File: config.mk
export PLATFORM = sky130hd
export DESIGN_NAME = fifo_queue_with_search
export DESIGN_NICKNAME = d
export VERILOG_FILES = /design/src/hw/rtl/fqs_pkg.sv /design/src/hw/rtl/fqs_ram.sv /design/src/hw/rtl/fqs_front.sv /design/src/hw/rtl/fqs_back.sv /design/src/hw/rtl/fifo_queue_with_search.sv
export SDC_FILE = /design/constraint.sdc
export NUM_CORES = 2
export LEC_CHECK = 0
export BUFFER_PORTS_ARGS = -buffer_cell sky130_fd_sc_hd__buf_2
export CORE_MARGIN = 2
export CORE_UTILIZATION = 58
export CTS_CLUSTER_DIAMETER = 100
export DETAILED_ROUTE_END_ITERATION = 10
export HOLD_SLACK_MARGIN = 0.06
export PLACE_DENSITY_LB_ADDON = 0.25
export SETUP_SLACK_MARGIN = 0.1
export SKIP_LAST_GASP = 1
export SLEW_MARGIN = 30
export SYNTH_ARGS = -nofsm -noshare
export SYNTH_HDL_FRONTEND = slang
export SYNTH_SLANG_ARGS = --single-unit
File: constraint.sdc
create_clock -name clk -period 10.98 [get_ports clk]
set_clock_uncertainty 0.15 [all_clocks]
set_input_delay 1.098 -clock clk [delete_from_list [all_inputs] [get_ports clk]]
set_output_delay 1.098 -clock clk [all_outputs]
set_load 0.005 [all_outputs]
File: src/hw/rtl/fqs_pkg.sv
`timescale 1ns / 1ps

package fqs_pkg;

	localparam int DEPTH  = 64;
	localparam int DATA_W = 32;
	localparam int REQ_W  = 2;
	localparam int STAT_W = 2;
	localparam int CNT_W  = 7;
	localparam int PTR_W  = (DEPTH > 1) ? $clog2(DEPTH) : 1;
	localparam int SUM_W  = CNT_W + 1;

	localparam logic [REQ_W-1:0] REQ_PUSH   = 2'd0;
	localparam logic [REQ_W-1:0] REQ_POP    = 2'd1;
	localparam logic [REQ_W-1:0] REQ_SEARCH = 2'd2;
	localparam logic [REQ_W-1:0] REQ_DUMP   = 2'd3;

	localparam logic [STAT_W-1:0] ST_OK      = 2'd0;
	localparam logic [STAT_W-1:0] ST_FULL    = 2'd1;
	localparam logic [STAT_W-1:0] ST_EMPTY   = 2'd2;
	localparam logic [STAT_W-1:0] ST_NOMATCH = 2'd3;

	typedef enum logic [3:0] {
		OP_PUSH   = 4'b0001,
		OP_POP    = 4'b0010,
		OP_SEARCH = 4'b0100,
		OP_DUMP   = 4'b1000
	} op_t;

	typedef struct packed {
		op_t                       op;
		logic signed [DATA_W-1:0]  value;
	} cmd_t;

	function automatic logic [PTR_W-1:0] ptr_inc(input logic [PTR_W-1:0] p);
		return (p == PTR_W'(DEPTH - 1)) ? '0 : p + PTR_W'(1);
	endfunction

	function automatic logic [PTR_W-1:0] ptr_add(input logic [PTR_W-1:0] base,
		input logic [CNT_W-1:0] off);
		logic [SUM_W-1:0] s;
		s = SUM_W'(base) + SUM_W'(off);
		if (s >= SUM_W'(DEPTH)) begin
			s = s - SUM_W'(DEPTH);
		end
		return s[PTR_W-1:0];
	endfunction

endpackage

File: src/hw/rtl/fqs_ram.sv
`timescale 1ns / 1ps

module fqs_ram #(
	parameter int WIDTH = 32,
	parameter int DEPTH = 64
) (
	input  logic                                      clk,
	input  logic                                      we,
	input  logic [((DEPTH > 1) ? $clog2(DEPTH) : 1)-1:0] waddr,
	input  logic [WIDTH-1:0]                          wdata,
	input  logic                                      re,
	input  logic [((DEPTH > 1) ? $clog2(DEPTH) : 1)-1:0] raddr,
	output logic [WIDTH-1:0]                          rdata
);

	logic [WIDTH-1:0] mem_q [DEPTH];
	logic [WIDTH-1:0] rdata_q;

	always_ff @(posedge clk) begin
		if (we) begin
			mem_q[waddr] <= wdata;
		end
		if (re) begin
			rdata_q <= mem_q[raddr];
		end
	end

	assign rdata = rdata_q;

endmodule

File: src/hw/rtl/fqs_front.sv
`timescale 1ns / 1ps

module fqs_front (
	input  logic                           clk,
	input  logic                           arst_n,
	input  logic                           req_valid,
	output logic                           req_stall,
	input  logic [fqs_pkg::REQ_W-1:0]      req_type,
	input  logic signed [fqs_pkg::DATA_W-1:0] value,
	output logic                           cmd_valid,
	input  logic                           cmd_take,
	output fqs_pkg::cmd_t                  cmd
);
	import fqs_pkg::*;

	cmd_t       buf_q [2];
	logic       wr_q;
	logic       rd_q;
	logic [1:0] fill_q;
	logic       push;
	logic       pop;
	cmd_t       dec;

	always_comb begin
		dec.value = value;
		case (req_type)
			REQ_PUSH:   dec.op = OP_PUSH;
			REQ_POP:    dec.op = OP_POP;
			REQ_SEARCH: dec.op = OP_SEARCH;
			REQ_DUMP:   dec.op = OP_DUMP;
			default:    dec.op = OP_PUSH;
		endcase
	end

	assign req_stall = (fill_q == 2'd2);
	assign push      = req_valid && !req_stall;
	assign pop       = cmd_take && cmd_valid;
	assign cmd_valid = (fill_q != 2'd0);
	assign cmd       = buf_q[rd_q];

	always_ff @(posedge clk) begin
		if (push) begin
			buf_q[wr_q] <= dec;
		end
	end

	always_ff @(posedge clk or negedge arst_n) begin
		if (!arst_n) begin
			wr_q   <= 1'b0;
			rd_q   <= 1'b0;
			fill_q <= 2'd0;
		end else begin
			if (push) begin
				wr_q <= !wr_q;
			end
			if (pop) begin
				rd_q <= !rd_q;
			end
			if (push && !pop) begin
				fill_q <= fill_q + 2'd1;
			end else if (pop && !push) begin
				fill_q <= fill_q - 2'd1;
			end
		end
	end

endmodule

File: src/hw/rtl/fqs_back.sv
`timescale 1ns / 1ps

module fqs_back (
	input  logic                               clk,
	input  logic                               arst_n,
	input  logic                               cmd_valid,
	output logic                               cmd_take,
	input  fqs_pkg::cmd_t                      cmd,
	output logic                               ram_we,
	output logic [fqs_pkg::PTR_W-1:0]          ram_waddr,
	output logic [fqs_pkg::DATA_W-1:0]         ram_wdata,
	output logic                               ram_re,
	output logic [fqs_pkg::PTR_W-1:0]          ram_raddr,
	input  logic [fqs_pkg::DATA_W-1:0]         ram_rdata,
	output logic                               rsp_valid,
	input  logic                               rsp_stall,
	output logic [fqs_pkg::STAT_W-1:0]         status,
	output logic signed [fqs_pkg::DATA_W-1:0]  data,
	output logic [fqs_pkg::CNT_W-1:0]          position,
	output logic [fqs_pkg::CNT_W-1:0]          count,
	output logic                               last
);
	import fqs_pkg::*;

	typedef enum logic [3:0] {
		S_IDLE  = 4'b0001,
		S_POP   = 4'b0010,
		S_SCAN  = 4'b0100,
		S_FLUSH = 4'b1000
	} state_t;

	state_t              state_q;
	logic [PTR_W-1:0]    head_q;
	logic [CNT_W-1:0]    cnt_q;
	logic [CNT_W-1:0]    idx_q;
	logic [PTR_W-1:0]    rd_ptr_q;
	logic                search_q;
	logic [DATA_W-1:0]   val_q;
	logic                held_v_q;
	logic [DATA_W-1:0]   held_data_q;
	logic [CNT_W-1:0]    held_pos_q;

	logic                out_valid_q;
	logic [STAT_W-1:0]   out_status_q;
	logic [DATA_W-1:0]   out_data_q;
	logic [CNT_W-1:0]    out_pos_q;
	logic [CNT_W-1:0]    out_cnt_q;
	logic                out_last_q;

	logic                ofree;
	logic                full;
	logic                empty;
	logic                match;
	logic                lastent;
	logic                scan_go;
	logic                emit;
	logic [STAT_W-1:0]   e_status;
	logic [DATA_W-1:0]   e_data;
	logic [CNT_W-1:0]    e_pos;
	logic [CNT_W-1:0]    e_cnt;
	logic                e_last;

	assign ofree     = !out_valid_q || !rsp_stall;
	assign full      = (cnt_q == CNT_W'(DEPTH));
	assign empty     = (cnt_q == '0);
	assign match     = search_q && (ram_rdata == val_q);
	assign lastent   = ((idx_q + CNT_W'(1)) == cnt_q);
	assign ram_waddr = ptr_add(head_q, cnt_q);
	assign ram_wdata = cmd.value;

	always_comb begin
		cmd_take  = 1'b0;
		ram_we    = 1'b0;
		ram_re    = 1'b0;
		ram_raddr = head_q;
		scan_go   = 1'b0;
		emit      = 1'b0;
		e_status  = ST_OK;
		e_data    = '0;
		e_pos     = '0;
		e_cnt     = cnt_q;
		e_last    = 1'b1;
		case (state_q)
			S_IDLE: begin
				if (cmd_valid && ofree) begin
					cmd_take = 1'b1;
					case (cmd.op)
						OP_PUSH: begin
							emit = 1'b1;
							if (full) begin
								e_status = ST_FULL;
							end else begin
								ram_we = 1'b1;
								e_cnt  = cnt_q + CNT_W'(1);
							end
						end
						OP_POP, OP_SEARCH, OP_DUMP: begin
							if (empty) begin
								emit     = 1'b1;
								e_status = (cmd.op == OP_SEARCH) ? ST_NOMATCH : ST_EMPTY;
							end else begin
								ram_re = 1'b1;
							end
						end
						default: ;
					endcase
				end
			end
			S_POP: begin
				if (ofree) begin
					emit   = 1'b1;
					e_data = ram_rdata;
					e_cnt  = cnt_q - CNT_W'(1);
				end
			end
			S_SCAN: begin
				if (!search_q) begin
					scan_go = ofree;
					emit    = ofree;
					e_data  = ram_rdata;
					e_pos   = idx_q + CNT_W'(1);
					e_last  = lastent;
				end else begin
					scan_go = !(match && held_v_q) || ofree;
					emit    = match && held_v_q && ofree;
					e_data  = held_data_q;
					e_pos   = held_pos_q;
					e_last  = 1'b0;
				end
				if (scan_go && !lastent) begin
					ram_re    = 1'b1;
					ram_raddr = ptr_inc(rd_ptr_q);
				end
			end
			S_FLUSH: begin
				if (ofree) begin
					emit = 1'b1;
					if (held_v_q) begin
						e_data = held_data_q;
						e_pos  = held_pos_q;
					end else begin
						e_status = ST_NOMATCH;
					end
				end
			end
			default: ;
		endcase
	end

	always_ff @(posedge clk or negedge arst_n) begin
		if (!arst_n) begin
			state_q     <= S_IDLE;
			head_q      <= '0;
			cnt_q       <= '0;
			idx_q       <= '0;
			rd_ptr_q    <= '0;
			search_q    <= 1'b0;
			held_v_q    <= 1'b0;
			out_valid_q <= 1'b0;
		end else begin
			if (emit) begin
				out_valid_q <= 1'b1;
			end else if (!rsp_stall) begin
				out_valid_q <= 1'b0;
			end
			case (state_q)
				S_IDLE: begin
					if (cmd_take) begin
						case (cmd.op)
							OP_PUSH: begin
								if (!full) begin
									cnt_q <= cnt_q + CNT_W'(1);
								end
							end
							OP_POP: begin
								if (!empty) begin
									state_q <= S_POP;
								end
							end
							OP_SEARCH, OP_DUMP: begin
								if (!empty) begin
									state_q  <= S_SCAN;
									idx_q    <= '0;
									rd_ptr_q <= head_q;
									search_q <= (cmd.op == OP_SEARCH);
									held_v_q <= 1'b0;
								end
							end
							default: ;
						endcase
					end
				end
				S_POP: begin
					if (ofree) begin
						head_q  <= ptr_inc(head_q);
						cnt_q   <= cnt_q - CNT_W'(1);
						state_q <= S_IDLE;
					end
				end
				S_SCAN: begin
					if (scan_go) begin
						if (match) begin
							held_v_q <= 1'b1;
						end
						if (lastent) begin
							state_q <= search_q ? S_FLUSH : S_IDLE;
						end else begin
							idx_q    <= idx_q + CNT_W'(1);
							rd_ptr_q <= ptr_inc(rd_ptr_q);
						end
					end
				end
				S_FLUSH: begin
					if (ofree) begin
						state_q <= S_IDLE;
					end
				end
				default: state_q <= S_IDLE;
			endcase
		end
	end

	always_ff @(posedge clk) begin
		if (state_q == S_IDLE && cmd_take) begin
			val_q <= cmd.value;
		end
		if (state_q == S_SCAN && scan_go && match) begin
			held_data_q <= ram_rdata;
			held_pos_q  <= idx_q + CNT_W'(1);
		end
		if (emit) begin
			out_status_q <= e_status;
			out_data_q   <= e_data;
			out_pos_q    <= e_pos;
			out_cnt_q    <= e_cnt;
			out_last_q   <= e_last;
		end
	end

	assign rsp_valid = out_valid_q;
	assign status    = out_status_q;
	assign data      = out_data_q;
	assign position  = out_pos_q;
	assign count     = out_cnt_q;
	assign last      = out_last_q;

endmodule

File: src/hw/rtl/fifo_queue_with_search.sv
`timescale 1ns / 1ps

// Queue of signed 32-bit values holding up to DEPTH entries, with search and dump.
// Requests arrive on the req channel (req_type, value) and are taken on a transfer
// when req_valid is high and req_stall is low. A two-entry request queue sits in
// front of the executing sequencer, so up to two requests are taken while it is busy.
// Results leave on the rsp channel (status, data, position, count, last) from an
// output register; a result is delivered on a transfer when rsp_valid is high and
// rsp_stall is low, and last marks the final result of each request.
// A request is held in the request queue register before it reaches the sequencer. A
// push or a refused request then shows its result from the output register and
// frees the sequencer at once; a pop waits in S_POP for the registered read of the
// entry memory. Search and dump walk the stored entries one per cycle while the
// receiver does not stall; a search ends with a final result from S_FLUSH. The
// single memory read port sets this rate.
// While the receiver stalls, the sequencer holds its position and resumes with no
// result lost; new requests keep filling the request queue until it is full.
// Reset empties the queue and clears all handshake state; the entry memory is not
// cleared, since only written entries are ever read.
module fifo_queue_with_search (
	input  logic                               clk,
	input  logic                               arst_n,
	input  logic                               req_valid,
	output logic                               req_stall,
	input  logic [fqs_pkg::REQ_W-1:0]          req_type,
	input  logic signed [fqs_pkg::DATA_W-1:0]  value,
	output logic                               rsp_valid,
	input  logic                               rsp_stall,
	output logic [fqs_pkg::STAT_W-1:0]         status,
	output logic signed [fqs_pkg::DATA_W-1:0]  data,
	output logic [fqs_pkg::CNT_W-1:0]          position,
	output logic [fqs_pkg::CNT_W-1:0]          count,
	output logic                               last
);
	import fqs_pkg::*;

	logic              cmd_valid;
	logic              cmd_take;
	cmd_t              cmd;
	logic              ram_we;
	logic [PTR_W-1:0]  ram_waddr;
	logic [DATA_W-1:0] ram_wdata;
	logic              ram_re;
	logic [PTR_W-1:0]  ram_raddr;
	logic [DATA_W-1:0] ram_rdata;

	fqs_front u_front (
		.clk       (clk),
		.arst_n    (arst_n),
		.req_valid (req_valid),
		.req_stall (req_stall),
		.req_type  (req_type),
		.value     (value),
		.cmd_valid (cmd_valid),
		.cmd_take  (cmd_take),
		.cmd       (cmd)
	);

	fqs_back u_back (
		.clk       (clk),
		.arst_n    (arst_n),
		.cmd_valid (cmd_valid),
		.cmd_take  (cmd_take),
		.cmd       (cmd),
		.ram_we    (ram_we),
		.ram_waddr (ram_waddr),
		.ram_wdata (ram_wdata),
		.ram_re    (ram_re),
		.ram_raddr (ram_raddr),
		.ram_rdata (ram_rdata),
		.rsp_valid (rsp_valid),
		.rsp_stall (rsp_stall),
		.status    (status),
		.data      (data),
		.position  (position),
		.count     (count),
		.last      (last)
	);

	fqs_ram #(
		.WIDTH (DATA_W),
		.DEPTH (DEPTH)
	) u_ram (
		.clk   (clk),
		.we    (ram_we),
		.waddr (ram_waddr),
		.wdata (ram_wdata),
		.re    (ram_re),
		.raddr (ram_raddr),
		.rdata (ram_rdata)
	);

endmodule

-- Word level (Yosys, flattened, before mapping)
Memory sizes are Yosys's and may differ from the RTL's. A register that Yosys moved wholly into a read port is not among the register bits.
Index checks and enable logic that the tools add are counted.
- memory bits (read-only): 0
- register bits: 157
- output and inout port bits: 51
- bits in writable memories: 2120
- memories: 2
- logic and storage cells: 185
- latch bits: 0
- memory list (memory ; words ; bits a word ; read ports ; clocked after Yosys merged registers in ; wr ports ; RTL line ; RTL):
    u_ram.mem_q ; 64 ; 32 ; 1 ; 1 ; 1 ; fqs_ram.sv:16 ; logic [WIDTH-1:0] mem_q [DEPTH];
    u_front.buf_q ; 2 ; 36 ; 1 ; 0 ; 1 ; fqs_front.sv:16 ; cmd_t buf_q [2];
- div/mod/pow operators: 0
- order comparisons: 1
- bitwise operators: 1
- multipliers: 0
- reduce and logical (&&, ||, !) cells: 38
- add/sub/neg operators: 9
- eq/ne operators: 29
- shift-type cells: 0
- muxes and demuxes: 86
- operators by type and width (operator ; number):
    2-to-1 mux 32 bit ; 4
    case mux 32 bit (3 select lines) ; 1
    2-to-1 mux 7 bit ; 13
    2-to-1 mux 6 bit ; 10
    case mux 7 bit (2 select lines) ; 4
    equality test 32 bit ; 1
    2-to-1 mux 1 bit ; 31
    2-to-1 mux 4 bit ; 7
    case mux 4 bit (4 select lines) ; 1
    adder 7 x 1 -> 7 bit (second input constant) ; 2
    adder 6 x 1 -> 6 bit (second input constant) ; 2
    equality test 6 bit (second input constant) ; 2
    logical AND 1 bit ; 12
    2-to-1 mux 2 bit ; 6
    != test 2 x 1 -> 1 bit (second input constant) ; 6
    case mux 4 bit (3 select lines) ; 1
    case mux 6 bit (2 select lines) ; 1
    AND reduction 6 bit ; 2
    zero test 1 bit ; 9
    != test 3 bit (second input constant) ; 3
    adder 6 x 7 -> 8 bit ; 1
    equality test 4 x 1 -> 1 bit (second input constant) ; 2
    equality test 4 x 2 -> 1 bit (second input constant) ; 2
    equality test 4 x 3 -> 1 bit (second input constant) ; 2
    other kinds (25) ; 39

-- Longest topological paths before layout
- depth after elaboration: 10
- depth in mapped cells: 17
- gate-level depth less buffers: 12

-- Cells and area by module
A second synthesis with hierarchy kept.
- cell total of the unflattened synthesis: 4243
- area total of the unflattened synthesis: 89751.1 sq um
- by module, submodules not included (module ; cells an instance ; area an instance (sq um) ; times used ; sequential area each (sq um)):
    fqs_ram ; 3511 ; 79359.9 ; 1 ; 62459.9
    fqs_back ; 597 ; 7420.9 ; 1 ; 4430.5
    fqs_front ; 135 ; 2970.3 ; 1 ; 2262.2

-- Worst setup path after synthesis
No wires, ideal clock.
- kind: register to register
- start: register u_ram.rdata_q[26], in the netlist u_ram.rdata[26], read port of u_ram.mem_q
- end: register u_back.out_cnt_q[0], in the netlist u_back.count[0] (enable)
- cell stages (with the launch flop): 9
- setup slack: 5.087 ns
- period minus slack after synthesis: 5.893 ns
- arrival time: 5.213 ns
- buffers on the path: 0
- cells stage by stage: edfxtp_1 -> xnor2_1 -> nand4_1 -> nor4b_1 -> nand4_1 -> o21a_1 -> o21ai_0 -> o21ai_0 -> o31ai_1
- longest elaborated chain between the ends: 6
- ends and longest elaborated chain (element ; RTL line ; RTL):
    from (decl) ; fqs_ram.sv:17 ; logic [WIDTH-1:0] rdata_q;
    equality test 32 bit ; fqs_back.sv:66 ; assign match = search_q && (ram_rdata == val_q);
    logical AND 1 bit ; fqs_back.sv:66 ;
    logical AND 1 bit (2 in a row) ; fqs_back.sv:125 ; emit = match && held_v_q && ofree;
    2-to-1 mux 1 bit ; fqs_back.sv:117 ; if (!search_q) begin
    case mux 1 bit (3 select lines) ; fqs_back.sv:83 ; case (state_q)
    net u_back.emit ; fqs_back.sv:56 ; logic emit;
    to (signal assigned) ; fqs_back.sv:235 ; out_cnt_q <= e_cnt;
    to (decl) ; fqs_back.sv:47 ; logic [CNT_W-1:0] out_cnt_q;
The timed path passes the listed nets, and every way through them passes these cells.
A chain may end at the register's enable or synchronous reset.

-- Worst setup path after layout
- start: register u_ram.rdata_q[17], in the netlist u_ram.rdata[17], read port of u_ram.mem_q
- end: register u_ram.rdata_q[4], in the netlist u_ram.rdata[4], read port of u_ram.mem_q, data pin
- longest elaborated chain between the ends: 10
- ends and longest elaborated chain (element ; RTL line ; RTL):
    equality test 32 bit (*) ; fqs_back.sv:66 ;
    logical AND 1 bit (*) ; fqs_back.sv:66 ;
    logical AND 1 bit (*) ; fqs_back.sv:124 ; scan_go = !(match && held_v_q) || ofree;
    zero test 1 bit (*) ; fqs_back.sv:124 ;
    logical OR 1 bit (*) ; fqs_back.sv:124 ;
    2-to-1 mux 1 bit (*) ; fqs_back.sv:117 ;
    2-to-1 mux 1 bit (*) ; fqs_back.sv:83 ;
    logical AND 1 bit (*) ; fqs_back.sv:130 ; if (scan_go && !lastent) begin
    2-to-1 mux 1 bit or 2-to-1 mux 6 bit (tied branches) ; fqs_back.sv:130 ;
    case mux 1 bit (2 select lines) or 2-to-1 mux 6 bit (tied branches) ; fqs_back.sv:83 ;
Mark *: on every way between the ends. The rest lies on a longest branch, timed or not. The select of a mux whose other input is x is not followed.

==> run_results.csv <==
group,metric,value,unit
routing,antenna_left,0,
final_layout,syn_to_final_growth,11.7,%
worst_hold_path,holdCritPathClass,"input pin to register",
routing,drc_errors,0,
clock_tree,cts.sinks,2309,
pwr,report.power.total,28.7,mW
global_routing,grt_max_degree,169,
critical_path,reg2reg_depth,14,
critical_path,startpoint,"u_ram.rdata[17]$_DFFE_PP_",
synthesis,ys_types,87,
critical_path,critical_path_class,"register to register",
floorplan,initial_core_util,58.2,%
synthesis,yosys-top-cells-area,"edfxtp_1 74%, nand2_1 5.7%, mux2i_1 3.2%, a21oi_1 1.9%, nand3_1 1.7%",
sta,setup_violations,0,
clock_tree,cts_root_buf,"clkbuf_16",
routing,drt-initial-drc-count,10500,
critical_path,slowest_stage,"a2111oi_1",
run,cap_violations,0,
floorplan,pin_count,89,
clock_tree,clock_path_buffers,3,
sta,final.min_clock_period,7.05,ns
final_layout,layout_common_cells,"2,272 x edfxtp_1, 1,396 x nand2_1, 342 x a21oi_1, 312 x nand3_1, 287 x mux2i_1",
global_routing,met3_usage,9.44,%
final_layout,fin_util,65.1,%
sta,drv_slew,0,
synthesis,synth_largest_area_cell,"edfxtp_1",
sta,layout_worst_path_cycle_share,64.2,%
global_routing,grt.met1_usage,47.2,%
floorplan,die_h,402,µm
clock_tree,clk_pin_slew_worst_paths,0.06,ns
routing,avgRoutedWirePerCell,32.0,µm
critical_path,worstPathArrival,7.43,ns
placed_design,dpl.hpwl,155000,µm
final_layout,layout-drive-gt1-share,13.0,%
synthesis,yosysSeqAreaShare,75.1,%
global_routing,grt_pass1_wl,394000,µm
floorplan,die_x,402,µm
clock_tree,clock_latency,0.89,ns
final_layout,design_area,0.103,mm²
global_routing,grt_pass1_vias,54800,
critical_path,cp.depth,14,
clock_tree,numCtsBuffers,221,
placed_design,dpl-instance-area,0.0957,mm²
critical_path,path_cells,"xnor2_1 -> nand4_1 -> nor4_1 -> and4_1 -> o21ai_2 -> buf_4 -> nand2_4 -> buf_12 -> buf_4 -> nand2_1 -> and3_1 -> o21ai_0 -> nand4_1 -> a2111oi_1",
pwr,peakVddDrop,0.253,mV
routing,dr.pass1.iters,10,
floorplan,coreArea,0.158,mm²
critical_path,cp.required,11.37,ns
global_routing,grt-busiest-layer,"met2",
sta,timing.fmax,0.142,GHz
synthesis,yosys_warnings,0,
routing,routed_via_density,6.71,
sta,setup_ws,3.93,ns
pwr,p_leak,34.6,nW
synthesis,yosysTopAreaCellShare,74.1,%
routing,wl,278000,µm
critical_path,crit_family,"simple AND/OR/NAND/NOR gates",
global_routing,gr-usage-all-layers,34.1,%
critical_path,worstReg2RegEnd,"u_ram.rdata[4]$_DFFE_PP_",
global_routing,antenna_found_initial,28,
clock_tree,htree_levels,4,
critical_path,crit_buf_inv,3,
final_layout,fin_nets,6490,
critical_path,start_kind,"register",
synthesis,async_flop_share,1.60,%
synthesis,synth_edf_count,2272,
global_routing,grt_overflow,0,
synthesis,syn_area_per_cell,14.6,µm²
final_layout,final_common_cell,"edfxtp_1",
status,status,"completed",
critical_path,endpoint,"u_ram.rdata[4]$_DFFE_PP_",
critical_path,worst-r2r-setup-slack,3.93,ns
placed_design,numPortBuffers,88,
clock_tree,tritoncts,"yes",
synthesis,synth-seq-cells,2309,
floorplan,rows,146,
placed_design,routabilityCongestion,0.956,
sta,relSlewSlack,27.0,%
pwr,power_density,280,mW/mm²
global_routing,groute.layer.met2.usage,50.8,%
floorplan,die-area,0.162,mm²
critical_path,crit_path_max_incr_delay,1.05,ns
critical_path,endpoint_kind,"register",
synthesis,synth_flop_cell,"edfxtp_1",
placed_design,dp_slack,4.16,ns
sta,rsz0062_at_grt,"no",
synthesis,synthesis.nets,6353,
critical_path,cp_max_fo,104,
sta,setup_tns,0,ns
clock_tree,cts-resized-gates,0,
sta,finalHoldViolCount,0,
synthesis,syn_area,0.0920,mm²
sta,worstMarginPinSlew,1.09,ns
routing,via_count,58400,
synthesis,syn_inst,6302,
critical_path,r2r_start,"u_ram.rdata[17]$_DFFE_PP_",
==> worst min path at each step <==
stage                                                 end  cells past startpoint                           from  slack (ns)
after CTS                        u_front.wr_q$_DFFE_PN0P_                      1                         arst_n        0.19
final                      u_front.buf_q[0][31]$_DFFE_PP_                      1                      value[31]        0.25
after global routing       u_front.buf_q[0][17]$_DFFE_PP_                      1                      value[17]        0.23
after floorplan             u_front.fill_q[1]$_DFFE_PN0P_                      1  u_front.fill_q[1]$_DFFE_PN0P_        0.31
after detailed placement  u_back.held_data_q[4]$_DFFE_PP_                      0       u_ram.rdata[4]$_DFFE_PP_        0.34
after global placement    u_back.held_data_q[2]$_DFFE_PP_                      0       u_ram.rdata[2]$_DFFE_PP_        0.33
==> registers in the layout (all words and copies together), names as in the netlist, 2 cells and up <==
signal	cells
u_back.cnt_q	7
u_back.count	7
u_back.data	32
u_back.head_q	6
u_back.held_data_q	32
u_back.held_pos_q	7
u_back.idx_q	7
u_back.position	7
u_back.rd_ptr_q	6
u_back.state_q	4
u_back.status	2
u_back.val_q	32
u_front.buf_q	72
u_front.fill_q	2
u_ram.mem_q	2048
u_ram.rdata	32
==> cells in the mapped netlist (all sizes together), types with 55 or more instances <==
cell	n
nor3	68
clkbuf	130
mux2i	295
and3	115
nor2	125
edfxtp	2272
a21oi	345
mux2	77
buf	240
o21ai	102
o221ai	102
a31oi	76
xnor2	55
nand2	1399
nand3	314
==> power by group <==
| group | switching (mW) | internal (mW) |
|---|---|---|
| clock network | 3.35 | 4.07 |
| registers | 0.257 | 11.1 |
| logic | 7.29 | 2.63 |
| total | 10.9 | 17.8 |
==> area by class of cell <==
type                            count  area (µm²)
Multi-Input combinational cell   3602       21800
Antenna cell                       10        25.0
Clock buffer                      269        5730
Timing Repair Buffer              284        2100
Tap cell                         2072        2590
Fill cell                       10900       55200
Clock inverter                    143        1300
Sequential cell                  2309       69200
Inverter                           21        78.8
==> routing by layer <==
layer  part of all wire (%)  wire length [µm]
met2                     44            124000
met1                     36            100000
met3                     15             40400
met5                  0.038               107
met4                    5.1             14300
==> through the flow <==
stage	std cells	hold slack [ns]
6_report	8710	0.252
4_1_cts	8698	0.188
3_3_place_gp	8280	0.327
2_1_floorplan	6302	0.309
5_1_grt	8701	0.234
3_5_place_dp	8286	0.338
==> cells by family (layout without fill, tap and decap cells) <==
| logic type | count (synthesis) | in the layout | synth area share (%) |
|---|---|---|---|
| AO/OA/AOI/OAI | 949 | 949 | 7.05 |
| XOR/XNOR | 76 | 76 | 0.756 |
| adder cells (fa/ha/maj) | 13 | 13 | 0.185 |
| buffers and inverters | 391 | 717 | 2.14 |
| flip-flops | 2309 | 2309 | 75.1 |
| multiplexers | 384 | 384 | 4.44 |
| other | 0 | 10 | 0 |
| AND/OR/NAND/NOR | 2180 | 2180 | 10.3 |
==> timing repair <==
item / CTS / global route
setup buffers: 0 / 0
endpoints found under the hold margin: 0 / 9
hold buffers: 0 / 1
Power figures use the tool's default switching activity.
